## config.mk

```make
export PLATFORM = sky130hd
export DESIGN_NAME = ultrasonic_range_obstacle_stop
export DESIGN_NICKNAME = d
export VERILOG_FILES = /design/src/urs_pkg.sv /design/src/urs_duty_div.sv /design/src/ultrasonic_range_obstacle_stop.sv
export SDC_FILE = /design/constraint.sdc
export NUM_CORES = 2
export LEC_CHECK = 0
export BUFFER_PORTS_ARGS = -buffer_cell sky130_fd_sc_hd__buf_2
export CAP_MARGIN = 15
export CELL_PAD_IN_SITES_DETAIL_PLACEMENT = 1
export CELL_PAD_IN_SITES_GLOBAL_PLACEMENT = 1
export CORE_ASPECT_RATIO = 0.5
export CORE_MARGIN = 2
export CORE_UTILIZATION = 55
export CTS_CLUSTER_DIAMETER = 60
export CTS_CLUSTER_SIZE = 30
export DETAILED_ROUTE_END_ITERATION = 16
export PLACE_DENSITY = 0.85
export SLEW_MARGIN = 40
export SYNTH_ARGS = -nofsm -noshare
export SYNTH_HDL_FRONTEND = slang
export SYNTH_SLANG_ARGS = --single-unit
```

## constraint.sdc

```tcl
create_clock -name i_clk -period 17.65 [get_ports i_clk]
set_clock_uncertainty 0.2 [all_clocks]
set_input_delay 1.765 -clock i_clk [delete_from_list [all_inputs] [get_ports i_clk]]
set_output_delay 1.765 -clock i_clk [all_outputs]
set_load 0.05 [all_outputs]
```

## src/urs_pkg.sv

```systemverilog
// Shared types and constants for the ultrasonic range obstacle stop block.
// Used by the top level, the port-level checks, the range checker and the testbench.
package urs_pkg;

    // Configuration port geometry.
    localparam int CFG_IDX_W  = 3;
    localparam int CFG_DATA_W = 20;

    typedef enum logic [CFG_IDX_W-1:0] {
        CFG_PWM_PERIOD      = 3'd0,
        CFG_ALARM_THRESHOLD = 3'd1,
        CFG_STOP_DISTANCE   = 3'd2,
        CFG_RISE_TIMEOUT    = 3'd3,
        CFG_HIGH_TIMEOUT    = 3'd4,
        CFG_DISTANCE_SCALE  = 3'd5
    } t_cfg_idx;

    // Register reset values.
    localparam logic [15:0] RST_PWM_PERIOD      = 16'd1700;
    localparam logic [11:0] RST_ALARM_THRESHOLD = 12'd2047;
    localparam logic [15:0] RST_STOP_DISTANCE   = 16'd10;
    localparam logic [19:0] RST_RISE_TIMEOUT    = 20'd300000;
    localparam logic [19:0] RST_HIGH_TIMEOUT    = 20'd300000;
    localparam logic [13:0] RST_DISTANCE_SCALE  = 14'd343;

    // Trigger pulse shape in ticks.
    localparam int TRIG_LOW_TICKS  = 2;
    localparam int TRIG_HIGH_TICKS = 10;

    // Distance = product / 10000. Products at or above 65536 * 10000 saturate;
    // below that the product fits 30 bits and a 31-bit reciprocal with a
    // 44-bit shift gives the exact quotient.
    localparam int          DIST_PROD_W = 30;
    localparam logic [29:0] DIST_SAT    = 30'd655360000;
    localparam logic [30:0] DIST_RECIP  = 31'd1759218605;
    localparam int          DIST_SHIFT  = 44;

    typedef struct packed {
        logic        start_req;
        logic [11:0] adc_sample;
        logic        echo_level;
    } t_in_item;

    typedef struct packed {
        logic        trigger_level;
        logic        busy_res;
        logic        done_res;
        logic        timed_out;
        logic [15:0] distance_cm;
        logic [15:0] motor_duty;
        logic        motor_forward;
        logic        alarm_on;
    } t_out_item;

endpackage

```

## src/urs_duty_div.sv

```systemverilog
// Duty mapping unit: duty = sample * period / (2^SAMPLE_BITS - 1).
// Three clocked steps after a load; depends on nothing but its ports.
module urs_duty_div #(
    parameter int SAMPLE_BITS = 12
) (
    input  logic                   i_clk,
    input  logic                   i_load,
    input  logic [SAMPLE_BITS-1:0] i_sample,
    input  logic [15:0]            i_period,
    output logic [15:0]            o_duty
);
    localparam int XW     = SAMPLE_BITS + 16;
    localparam int NTERMS = (XW + SAMPLE_BITS - 1) / SAMPLE_BITS;
    localparam int FULL   = (1 << SAMPLE_BITS) - 1;

    logic [XW-1:0] r_x;
    logic [XW-1:0] r_q;
    logic [XW-1:0] r_rem;
    logic [15:0]   r_duty;
    logic [XW-1:0] n_q;
    logic [XW-1:0] n_rem;
    logic [XW-1:0] n_qc;

    // Dividing by 2^n - 1 is the series x/2^n + x/2^2n + ...; the truncated
    // sum underestimates by a few units, which the remainder step repairs.
    always_comb begin
        n_q = '0;
        for (int k = 1; k <= NTERMS; k++) begin
            n_q = n_q + (r_x >> (k * SAMPLE_BITS));
        end
        n_rem = r_x - (n_q << SAMPLE_BITS) + n_q;
    end

    always_comb begin
        n_qc = r_q;
        for (int c = 1; c <= NTERMS + 1; c++) begin
            if (r_rem >= XW'(c * FULL)) begin
                n_qc = n_qc + XW'(1);
            end
        end
    end

    always_ff @(posedge i_clk) begin
        if (i_load) begin
            r_x <= XW'(i_sample) * XW'(i_period);
        end
        r_q    <= n_q;
        r_rem  <= n_rem;
        r_duty <= n_qc[15:0];
    end

    assign o_duty = r_duty;

endmodule

```

## src/ultrasonic_range_obstacle_stop.sv

```systemverilog
// Ultrasonic echo-ranging controller with obstacle stop. Each request is one
// timing tick, and the block takes one request in every clock cycle unless
// back-pressure from the result side holds it; a result for a tick leaves
// through a four-stage result pipeline (state update, width times scale,
// reciprocal multiply, distance and motor decision). The duty mapping settles
// after a start, well before the earliest possible end of a measurement.
// Depends on urs_pkg and urs_duty_div.
module ultrasonic_range_obstacle_stop #(
    parameter int TICK_COUNT_BITS = 20,
    parameter int SAMPLE_BITS     = 12
) (
    input  logic                                i_clk,
    input  logic                                i_rst_n,
    input  logic                                i_in_valid,
    output logic                                o_in_ready,
    input  urs_pkg::t_in_item                   i_in_data,
    output logic                                o_out_valid,
    input  logic                                i_out_ready,
    output urs_pkg::t_out_item                  o_out_data,
    input  logic                                i_cfg_we,
    input  logic [urs_pkg::CFG_IDX_W-1:0]       i_cfg_idx,
    input  logic [urs_pkg::CFG_DATA_W-1:0]      i_cfg_wdata
);
    localparam int TW = TICK_COUNT_BITS;
    localparam int LW = (TW > 20) ? TW : 20;
    localparam int AW = (SAMPLE_BITS > 12) ? SAMPLE_BITS : 12;
    localparam int PW = TW + 14;
    localparam int RW = urs_pkg::DIST_PROD_W + 31;
    localparam logic [LW-1:0] CMAX = LW'((64'd1 << TW) - 64'd1);

    typedef enum logic [4:0] {
        PH_IDLE       = 5'b00001,
        PH_TRIG_LOW   = 5'b00010,
        PH_TRIG_HIGH  = 5'b00100,
        PH_WAIT_RISE  = 5'b01000,
        PH_COUNT_HIGH = 5'b10000
    } t_phase;

    typedef struct packed {
        logic trig;
        logic busy;
        logic done;
        logic tmo;
        logic alarm;
    } t_flags;

    // Configuration registers.
    logic [15:0] r_pwm_period;
    logic [11:0] r_alarm_thr;
    logic [15:0] r_stop_dist;
    logic [19:0] r_rise_to;
    logic [19:0] r_high_to;
    logic [13:0] r_dist_scale;

    // Measurement state.
    t_phase        r_phase, n_phase;
    logic [TW-1:0] r_phase_ticks, n_phase_ticks;
    logic [TW-1:0] r_pulse_ticks, n_pulse_ticks;
    logic          r_alarm, n_alarm;
    logic          r_tmo, n_tmo;
    logic          n_done;
    logic          n_start;

    logic [TW-1:0]          tick_inc;
    logic [LW-1:0]          rise_ext, high_ext;
    logic [TW-1:0]          rise_lim, high_lim;
    logic [SAMPLE_BITS-1:0] sample;
    logic [15:0]            pend_duty;

    // Result pipeline.
    logic          r_v1, r_v2, r_v3, r_v4;
    logic          rdy1, rdy2, rdy3, rdy4;
    logic          accept;
    t_flags        r_s1_flags, r_s2_flags, r_s3_flags, r_s4_flags;
    logic [TW-1:0] r_s1_width;
    logic [15:0]   r_s1_duty, r_s2_duty, r_s3_duty;
    logic [PW-1:0] r_s2_prod;
    logic          r_s3_sat;
    logic [RW-1:0] r_s3_rprod;

    logic [15:0] r_last_dist;
    logic [15:0] r_applied;
    logic        r_fwd;
    logic [15:0] s4_quot;
    logic [15:0] s4_dist;

    assign rdy4       = !r_v4 || i_out_ready;
    assign rdy3       = !r_v3 || rdy4;
    assign rdy2       = !r_v2 || rdy3;
    assign rdy1       = !r_v1 || rdy2;
    assign o_in_ready = rdy1;
    assign accept     = i_in_valid && rdy1;

    // Timeout limits: zero acts like one, and the count width clamps them.
    always_comb begin
        rise_ext = LW'(r_rise_to);
        high_ext = LW'(r_high_to);
        if (r_rise_to == '0) begin
            rise_lim = TW'(1);
        end else if (rise_ext > CMAX) begin
            rise_lim = CMAX[TW-1:0];
        end else begin
            rise_lim = rise_ext[TW-1:0];
        end
        if (r_high_to == '0) begin
            high_lim = TW'(1);
        end else if (high_ext > CMAX) begin
            high_lim = CMAX[TW-1:0];
        end else begin
            high_lim = high_ext[TW-1:0];
        end
    end

    assign sample   = SAMPLE_BITS'(i_in_data.adc_sample);
    assign tick_inc = r_phase_ticks + TW'(1);

    always_comb begin
        n_phase       = r_phase;
        n_phase_ticks = r_phase_ticks;
        n_pulse_ticks = r_pulse_ticks;
        n_alarm       = r_alarm;
        n_tmo         = r_tmo;
        n_done        = 1'b0;
        n_start       = 1'b0;
        unique case (r_phase)
            PH_TRIG_LOW: begin
                n_phase_ticks = tick_inc;
                if (tick_inc >= TW'(urs_pkg::TRIG_LOW_TICKS - 1)) begin
                    n_phase       = PH_TRIG_HIGH;
                    n_phase_ticks = '0;
                end
            end
            PH_TRIG_HIGH: begin
                n_phase_ticks = tick_inc;
                if (tick_inc >= TW'(urs_pkg::TRIG_HIGH_TICKS)) begin
                    n_phase       = PH_WAIT_RISE;
                    n_phase_ticks = '0;
                end
            end
            PH_WAIT_RISE: begin
                if (i_in_data.echo_level) begin
                    n_phase       = PH_COUNT_HIGH;
                    n_phase_ticks = '0;
                    n_pulse_ticks = TW'(1);
                end else begin
                    n_phase_ticks = tick_inc;
                    if (tick_inc >= rise_lim) begin
                        n_phase       = PH_IDLE;
                        n_phase_ticks = '0;
                        n_tmo         = 1'b1;
                        n_done        = 1'b1;
                    end
                end
            end
            PH_COUNT_HIGH: begin
                if (i_in_data.echo_level) begin
                    if (r_pulse_ticks >= high_lim) begin
                        n_phase       = PH_IDLE;
                        n_phase_ticks = '0;
                        n_tmo         = 1'b1;
                        n_done        = 1'b1;
                    end else begin
                        n_pulse_ticks = r_pulse_ticks + TW'(1);
                    end
                end else begin
                    n_phase       = PH_IDLE;
                    n_phase_ticks = '0;
                    n_tmo         = 1'b0;
                    n_done        = 1'b1;
                end
            end
            default: begin
                // Idle, and any code that should never occur.
                n_phase = PH_IDLE;
                if (i_in_data.start_req) begin
                    n_start       = 1'b1;
                    n_alarm       = AW'(sample) > AW'(r_alarm_thr);
                    n_phase       = PH_TRIG_LOW;
                    n_phase_ticks = '0;
                    n_pulse_ticks = '0;
                end
            end
        endcase
    end

    urs_duty_div #(
        .SAMPLE_BITS(SAMPLE_BITS)
    ) u_duty_div (
        .i_clk   (i_clk),
        .i_load  (accept && n_start),
        .i_sample(sample),
        .i_period(r_pwm_period),
        .o_duty  (pend_duty)
    );

    always_ff @(posedge i_clk) begin
        if (!i_rst_n) begin
            r_pwm_period  <= urs_pkg::RST_PWM_PERIOD;
            r_alarm_thr   <= urs_pkg::RST_ALARM_THRESHOLD;
            r_stop_dist   <= urs_pkg::RST_STOP_DISTANCE;
            r_rise_to     <= urs_pkg::RST_RISE_TIMEOUT;
            r_high_to     <= urs_pkg::RST_HIGH_TIMEOUT;
            r_dist_scale  <= urs_pkg::RST_DISTANCE_SCALE;
        end else if (i_cfg_we) begin
            unique case (urs_pkg::t_cfg_idx'(i_cfg_idx))
                urs_pkg::CFG_PWM_PERIOD:      r_pwm_period <= i_cfg_wdata[15:0];
                urs_pkg::CFG_ALARM_THRESHOLD: r_alarm_thr  <= i_cfg_wdata[11:0];
                urs_pkg::CFG_STOP_DISTANCE:   r_stop_dist  <= i_cfg_wdata[15:0];
                urs_pkg::CFG_RISE_TIMEOUT:    r_rise_to    <= i_cfg_wdata[19:0];
                urs_pkg::CFG_HIGH_TIMEOUT:    r_high_to    <= i_cfg_wdata[19:0];
                urs_pkg::CFG_DISTANCE_SCALE:  r_dist_scale <= i_cfg_wdata[13:0];
                default: begin
                end
            endcase
        end
    end

    always_ff @(posedge i_clk) begin
        if (!i_rst_n) begin
            r_phase       <= PH_IDLE;
            r_phase_ticks <= '0;
            r_pulse_ticks <= '0;
            r_alarm       <= 1'b0;
            r_tmo         <= 1'b0;
        end else if (accept) begin
            r_phase       <= n_phase;
            r_phase_ticks <= n_phase_ticks;
            r_pulse_ticks <= n_pulse_ticks;
            r_alarm       <= n_alarm;
            r_tmo         <= n_tmo;
        end
    end

    // Pipeline occupancy.
    always_ff @(posedge i_clk) begin
        if (!i_rst_n) begin
            r_v1 <= 1'b0;
            r_v2 <= 1'b0;
            r_v3 <= 1'b0;
            r_v4 <= 1'b0;
        end else begin
            if (rdy1) r_v1 <= i_in_valid;
            if (rdy2) r_v2 <= r_v1;
            if (rdy3) r_v3 <= r_v2;
            if (rdy4) r_v4 <= r_v3;
        end
    end

    // The duty is copied into the request when it is taken, so a later start
    // cannot disturb a result that is still waiting downstream.
    always_ff @(posedge i_clk) begin
        if (accept) begin
            r_s1_flags <= '{trig:  (n_phase == PH_TRIG_HIGH),
                            busy:  (n_phase != PH_IDLE),
                            done:  n_done,
                            tmo:   n_tmo,
                            alarm: n_alarm};
            r_s1_width <= r_pulse_ticks;
            r_s1_duty  <= pend_duty;
        end
        if (rdy2 && r_v1) begin
            r_s2_flags <= r_s1_flags;
            r_s2_prod  <= PW'(r_s1_width) * PW'(r_dist_scale);
            r_s2_duty  <= r_s1_duty;
        end
        if (rdy3 && r_v2) begin
            r_s3_flags <= r_s2_flags;
            r_s3_sat   <= r_s2_prod >= PW'(urs_pkg::DIST_SAT);
            r_s3_rprod <= RW'(r_s2_prod[urs_pkg::DIST_PROD_W-1:0]) * RW'(urs_pkg::DIST_RECIP);
            r_s3_duty  <= r_s2_duty;
        end
        if (rdy4 && r_v3) begin
            r_s4_flags <= r_s3_flags;
        end
    end

    assign s4_quot = r_s3_rprod[urs_pkg::DIST_SHIFT +: 16];

    always_comb begin
        if (r_s3_flags.tmo) begin
            s4_dist = '0;
        end else if (r_s3_sat) begin
            s4_dist = 16'hFFFF;
        end else begin
            s4_dist = s4_quot;
        end
    end

    // Distance and motor state change only when a finishing request reaches
    // the output register.
    always_ff @(posedge i_clk) begin
        if (!i_rst_n) begin
            r_last_dist <= '0;
            r_applied   <= '0;
            r_fwd       <= 1'b0;
        end else if (rdy4 && r_v3 && r_s3_flags.done) begin
            r_last_dist <= s4_dist;
            if (s4_dist > r_stop_dist) begin
                r_applied <= r_s3_duty;
                r_fwd     <= 1'b1;
            end else begin
                r_applied <= '0;
                r_fwd     <= 1'b0;
            end
        end
    end

    assign o_out_valid = r_v4;
    assign o_out_data  = '{trigger_level: r_s4_flags.trig,
                           busy_res:      r_s4_flags.busy,
                           done_res:      r_s4_flags.done,
                           timed_out:     r_s4_flags.tmo,
                           distance_cm:   r_last_dist,
                           motor_duty:    r_applied,
                           motor_forward: r_fwd,
                           alarm_on:      r_s4_flags.alarm};

endmodule

```

Yosys cells after proc, flatten, opt, wreduce, memory -nomap -nowiden
Index checks and enable logic that the tools add are counted.
Widths: inputs -> output; s select.

operators by class
  magnitude comparators = 13
  equality and inequality tests = 15
  reduce and logical (&&, ||, !) cells = 29
  muxes and demuxes = 46
  multiply operators = 3
  add/subtract/negate cells = 9
  bitwise gates (word level) = 1

operators by type and width
  operator                count
  $mux 20                 14
  $mux 16                 7
  $pmux 20 s4             1
  $add 16x1->16 const B   4
  $mul 30x31->60 const B  1
  $pmux 20 s3             1
  $ge 28x14->1 const B    2
  $add 20x1->20 const B   2
  $ge 20x20->1            2
  $gt 20x20->1 const B    2
  $logic_not 20->1        2
  $ge 34x30->1 const B    1
  $mul 20x14->34          1
  $mux 5                  6
  $add 28x17->28          1
  $ge 28x12->1 const B    1
  $ge 28x13->1 const B    1
  $mul 12x16->28          1
  $sub 28x28->28          1
  $ge 20x1->1 const B     1
  $ge 20x4->1 const B     1
  $pmux 5 s4              1
  $add 16x4->17           1
  $gt 16x16->1            1
  other kinds (26)        60

word-level totals
  output and inout port bits = 40
  input bits = 42
  logic and storage cells = 165
  flip-flop bits (word level) = 453

Depth between registers and ports, before layout
  depth in word-level cells = 8
  mapped depth = 30
  mapped depth without buffers = 30

Modules after synthesis
From an unflattened synthesis, not the netlist that was laid out.

second synthesis, totals
  cell total of the unflattened synthesis = 5292
  area total of the unflattened synthesis = 50821.2 um2

modules (own cells, without submodules)
  module                          cells an instance  area each (um2)  times used  sequential area each (um2)
  ultrasonic_range_obstacle_stop  3921               38688.4          1           7817.5
  urs_duty_div                    1371               12132.9          1           2042.0

Worst setup path after synthesis
Ideal clock, no wire load.

  kind = flip-flop to flip-flop
  start point = register r_s2_prod[13]
  end point = register r_s3_rprod[59] (data pin)
  arrival time = 7.488 ns
  stages on the path, launching flop included = 26
  required time = 17.184 ns
  buffers on the path = 0
  setup slack = 9.696 ns
  clock period less this slack = 7.954 ns
  setup time = 0.266 ns
  cells stage by stage = edfxtp_1 inv_1 ha_1 inv_1 fa_1 fa_1 fa_1 inv_1 fa_1 fa_1 fa_1 inv_1 fa_1 inv_1 ha_1 a21o_1 a21o_1 a21oi_1 nor4_1 o32a_1 a211oi_1 o21ai_0 a221oi_1 o21ai_0 o41ai_1 xnor2_1

on the way
  longest elaborated chain between the ends = 1

ends and longest elaborated chain
  item                    RTL line                               text
  from (decl)             ultrasonic_range_obstacle_stop.sv:77   logic [PW-1:0] r_s2_prod;
  from (signal assigned)  ultrasonic_range_obstacle_stop.sv:263  r_s2_prod <= PW'(r_s1_width) * PW'(r_dist_scale);
  $mul 30x31->60          ultrasonic_range_obstacle_stop.sv:269  r_s3_rprod <= RW'(r_s2_prod[urs_pkg::DIST_PROD_W-1:0]) * RW'(urs_pkg::DIST_RECIP);
  to (signal assigned)    ultrasonic_range_obstacle_stop.sv:269
  to (decl)               ultrasonic_range_obstacle_stop.sv:79   logic [RW-1:0] r_s3_rprod;

Every way passes these cells.
A chain may end at the register's enable or synchronous reset.

Final worst setup path
  start point = register r_s2_prod[7]
  end point = register r_s3_rprod[59] (data pin)

The elaborated chain is that of the path after synthesis.

==> impl_metrics.toml <==
[status]
status = "finished, final reports clean"

[cts]
clock_latency_ns = 0.69
cts_tree = "done"
cts_setup_buffers = 0
h-tree-depth = 1
clockRootBuffer = "clkbuf_16"
numCtsBuffers = 28
cts_sinks = 409
holdBufCountCts = 0
post_cts_resized = 0
cts.path.max_buffers = 3
cts.clk_slew.worst_paths_ns = 0.10

[final_layout]
finalInstanceArea_um2 = 52100
nets = 6522
area_growth_pct = 5.35
final_util = 0.587
drive_above_1_share = 0.0405
antenna_cells = 0

[worst_setup_path]
cp.arrival_ns = 9.10
critPathLaunchType = "register"
cp_data_required_time_ns = 17.85
critical_path.max_fanout = 8
critPathKind = "reg2reg"
cp-end-kind = "register"

[synthesis]
ys.flop_type = "dfxtp_1"
ys_warn_count = 0
synth.top_cell.area_share = 0.310
syn_nets = 6544
synth_cells = 5105
syn_avg_cell_area_um2 = 9.69
yosys_register_bits = 409
synth-seq-area-share = 0.199
synth_area_um2 = 49400
yosys-top-cells-count = "1088 x inv_1, 766 x fa_1, 631 x ha_1"
yosysMostFrequentCell = "inv_1"
async_flop_share = 0
post_synth_num_cell_types = 84
yosysTopAreaCell = "fa_1"
synthTopCellsByArea = "fa_1 31%, ha_1 16%, edfxtp_1 10%"
synth-edff-count = 167

[timing]
min_period_ns = 8.90
finalHoldViolCount = 0
post-route-period-util = 0.505
slew-limit-headroom = 0.326
drv_slew = 0
worst_pin_slew_ns = 1.00
grt_setup_unrepaired = "false"
final.setup.tns_ns = 0
hold_slack_ns = 0.210
max_freq_ghz = 0.112
setup-violations-final = 0

[grt]
grt_max_degree = 57
overflow = 0
grt_pass1_wl_mm = 232
grt_antenna_before_repair = 2
grt_pass1_vias = 40592
grt_util_all_layers = 0.322

[drt]
detail_route.wl_per_cell_um = 23.2
drc_errors = 0
drtIter0Drc = 2482
postRouteAntennaNets = 0
drt_wl_total_mm = 146
drtPass1Iterations = 5
num_vias = 35900
vias_per_cell = 5.71

[floorplan]
die_h_um = 216
die_area_um2 = 92500
die_width_um = 428
core_um2 = 88700
start_util = 0.557
io_pins = 82
placementRows = 77

[placed_design]
portBuffers = 81
gp_congestion = 0.991
dpl-instance-area_um2 = 50900
hpwl_mm = 122

[job]
cap_violations = 0

[min_path]
hold_class = "reg2reg"
cell families after synthesis:
kind of cell               synth area share
and+or+nand+nor                       0.122
DFF                                   0.199
buffers and inverters                0.0939
AOI/OAI and AO/OA                    0.0783
muxes                               0.00177
xor gates and xnor gates             0.0346
adders and majority gates             0.470
worst max-delay path: stages, from the launching register on:
cell      delay (ns)
edfxtp_1        0.62
inv_1           0.24
fa_1            0.62
fa_1            0.21
inv_1           0.06
fa_1            0.54
inv_1           0.06
fa_1            0.50
inv_1           0.05
fa_1            0.50
inv_1           0.05
fa_1            0.47
fa_1            0.56
inv_1           0.05
ha_1            0.28
ha_1            0.32
a21o_1          0.16
a21o_1          0.17
a221o_1         0.34
a221oi_1        0.53
a21oi_1         0.16
a211oi_1        0.28
buf_4           0.22
o21ai_0         0.19
a221oi_1        0.52
o21ai_0         0.30
o41ai_1         0.37
xnor2_1         0.11
path summary, 6_finish.rpt:
path,startpoint,endpoint,slack (ns),cells after the start
max,r_s2_prod[7],r_s3_rprod[59],8.75,27
max reg2reg,r_s2_prod[7],r_s3_rprod[59],8.75,27
min,u_duty_div.o_duty[6],r_s1_duty[6],0.21,0
min reg2reg,u_duty_div.o_duty[6],r_s1_duty[6],0.21,0
final cells by class:
class                      instances  area, µm²
clock buffer                      30        718
timing repair buffer              94        534
multi-input combinational       3462      35000
inverter                        1088       4090
clock inverter                    22        393
tap                             1185       1480
fill                            9882      36600
sequential                       409       9870
state kept, by name (all words and copies together) (netlist names), 14 cells and up:
name               count
r_dist_scale          14
high_ext              20
r_applied             16
u_duty_div.r_q        16
r_stop_dist           16
r_phase_ticks         20
r_s3_duty             16
r_s3_rprod            16
u_duty_div.o_duty     16
r_pwm_period          16
r_s1_duty             16
r_rise_to             20
r_last_dist           16
r_s1_width            20
r_s2_prod             34
r_pulse_ticks         20
u_duty_div.r_x        28
u_duty_div.r_rem      28
r_s2_duty             16
per-layer routing:
metal,share of wire,GRT usage,up-vias
li1,-,-,16132
met1,0.43,0.423,18789
met2,0.51,0.576,777
met3,0.039,0.0271,202
met4,0.028,0.0861,0
met5,0,0,-
per-stage QoR:
stage	setup WS [ns]	cells
2_1_floorplan	9.70	5105
3_3_place_gp	8.93	6236
3_5_place_dp	8.70	6238
4_1_cts	8.73	6290
5_1_grt	8.31	6290
6_report	8.75	6290
placed cells by master (no fill, tap or decap), drive strengths merged, types with 41 or more instances in the layout:
cell type,netlist,layout
a21oi,198,198
buf,11,94
nor2,158,158
o211ai,41,41
a21o,77,77
dfxtp,242,242
nand4,44,44
xnor2,145,145
o21ai,92,92
inv,1088,1101
nand2,588,588
nand3,77,77
edfxtp,167,167
fa,766,766
ha,631,631
and2,193,193
xor2,46,46
nor3,47,47
Power is not shown: default switching activity piles up to over one toggle a cycle in this logic, so the estimate is an artifact.
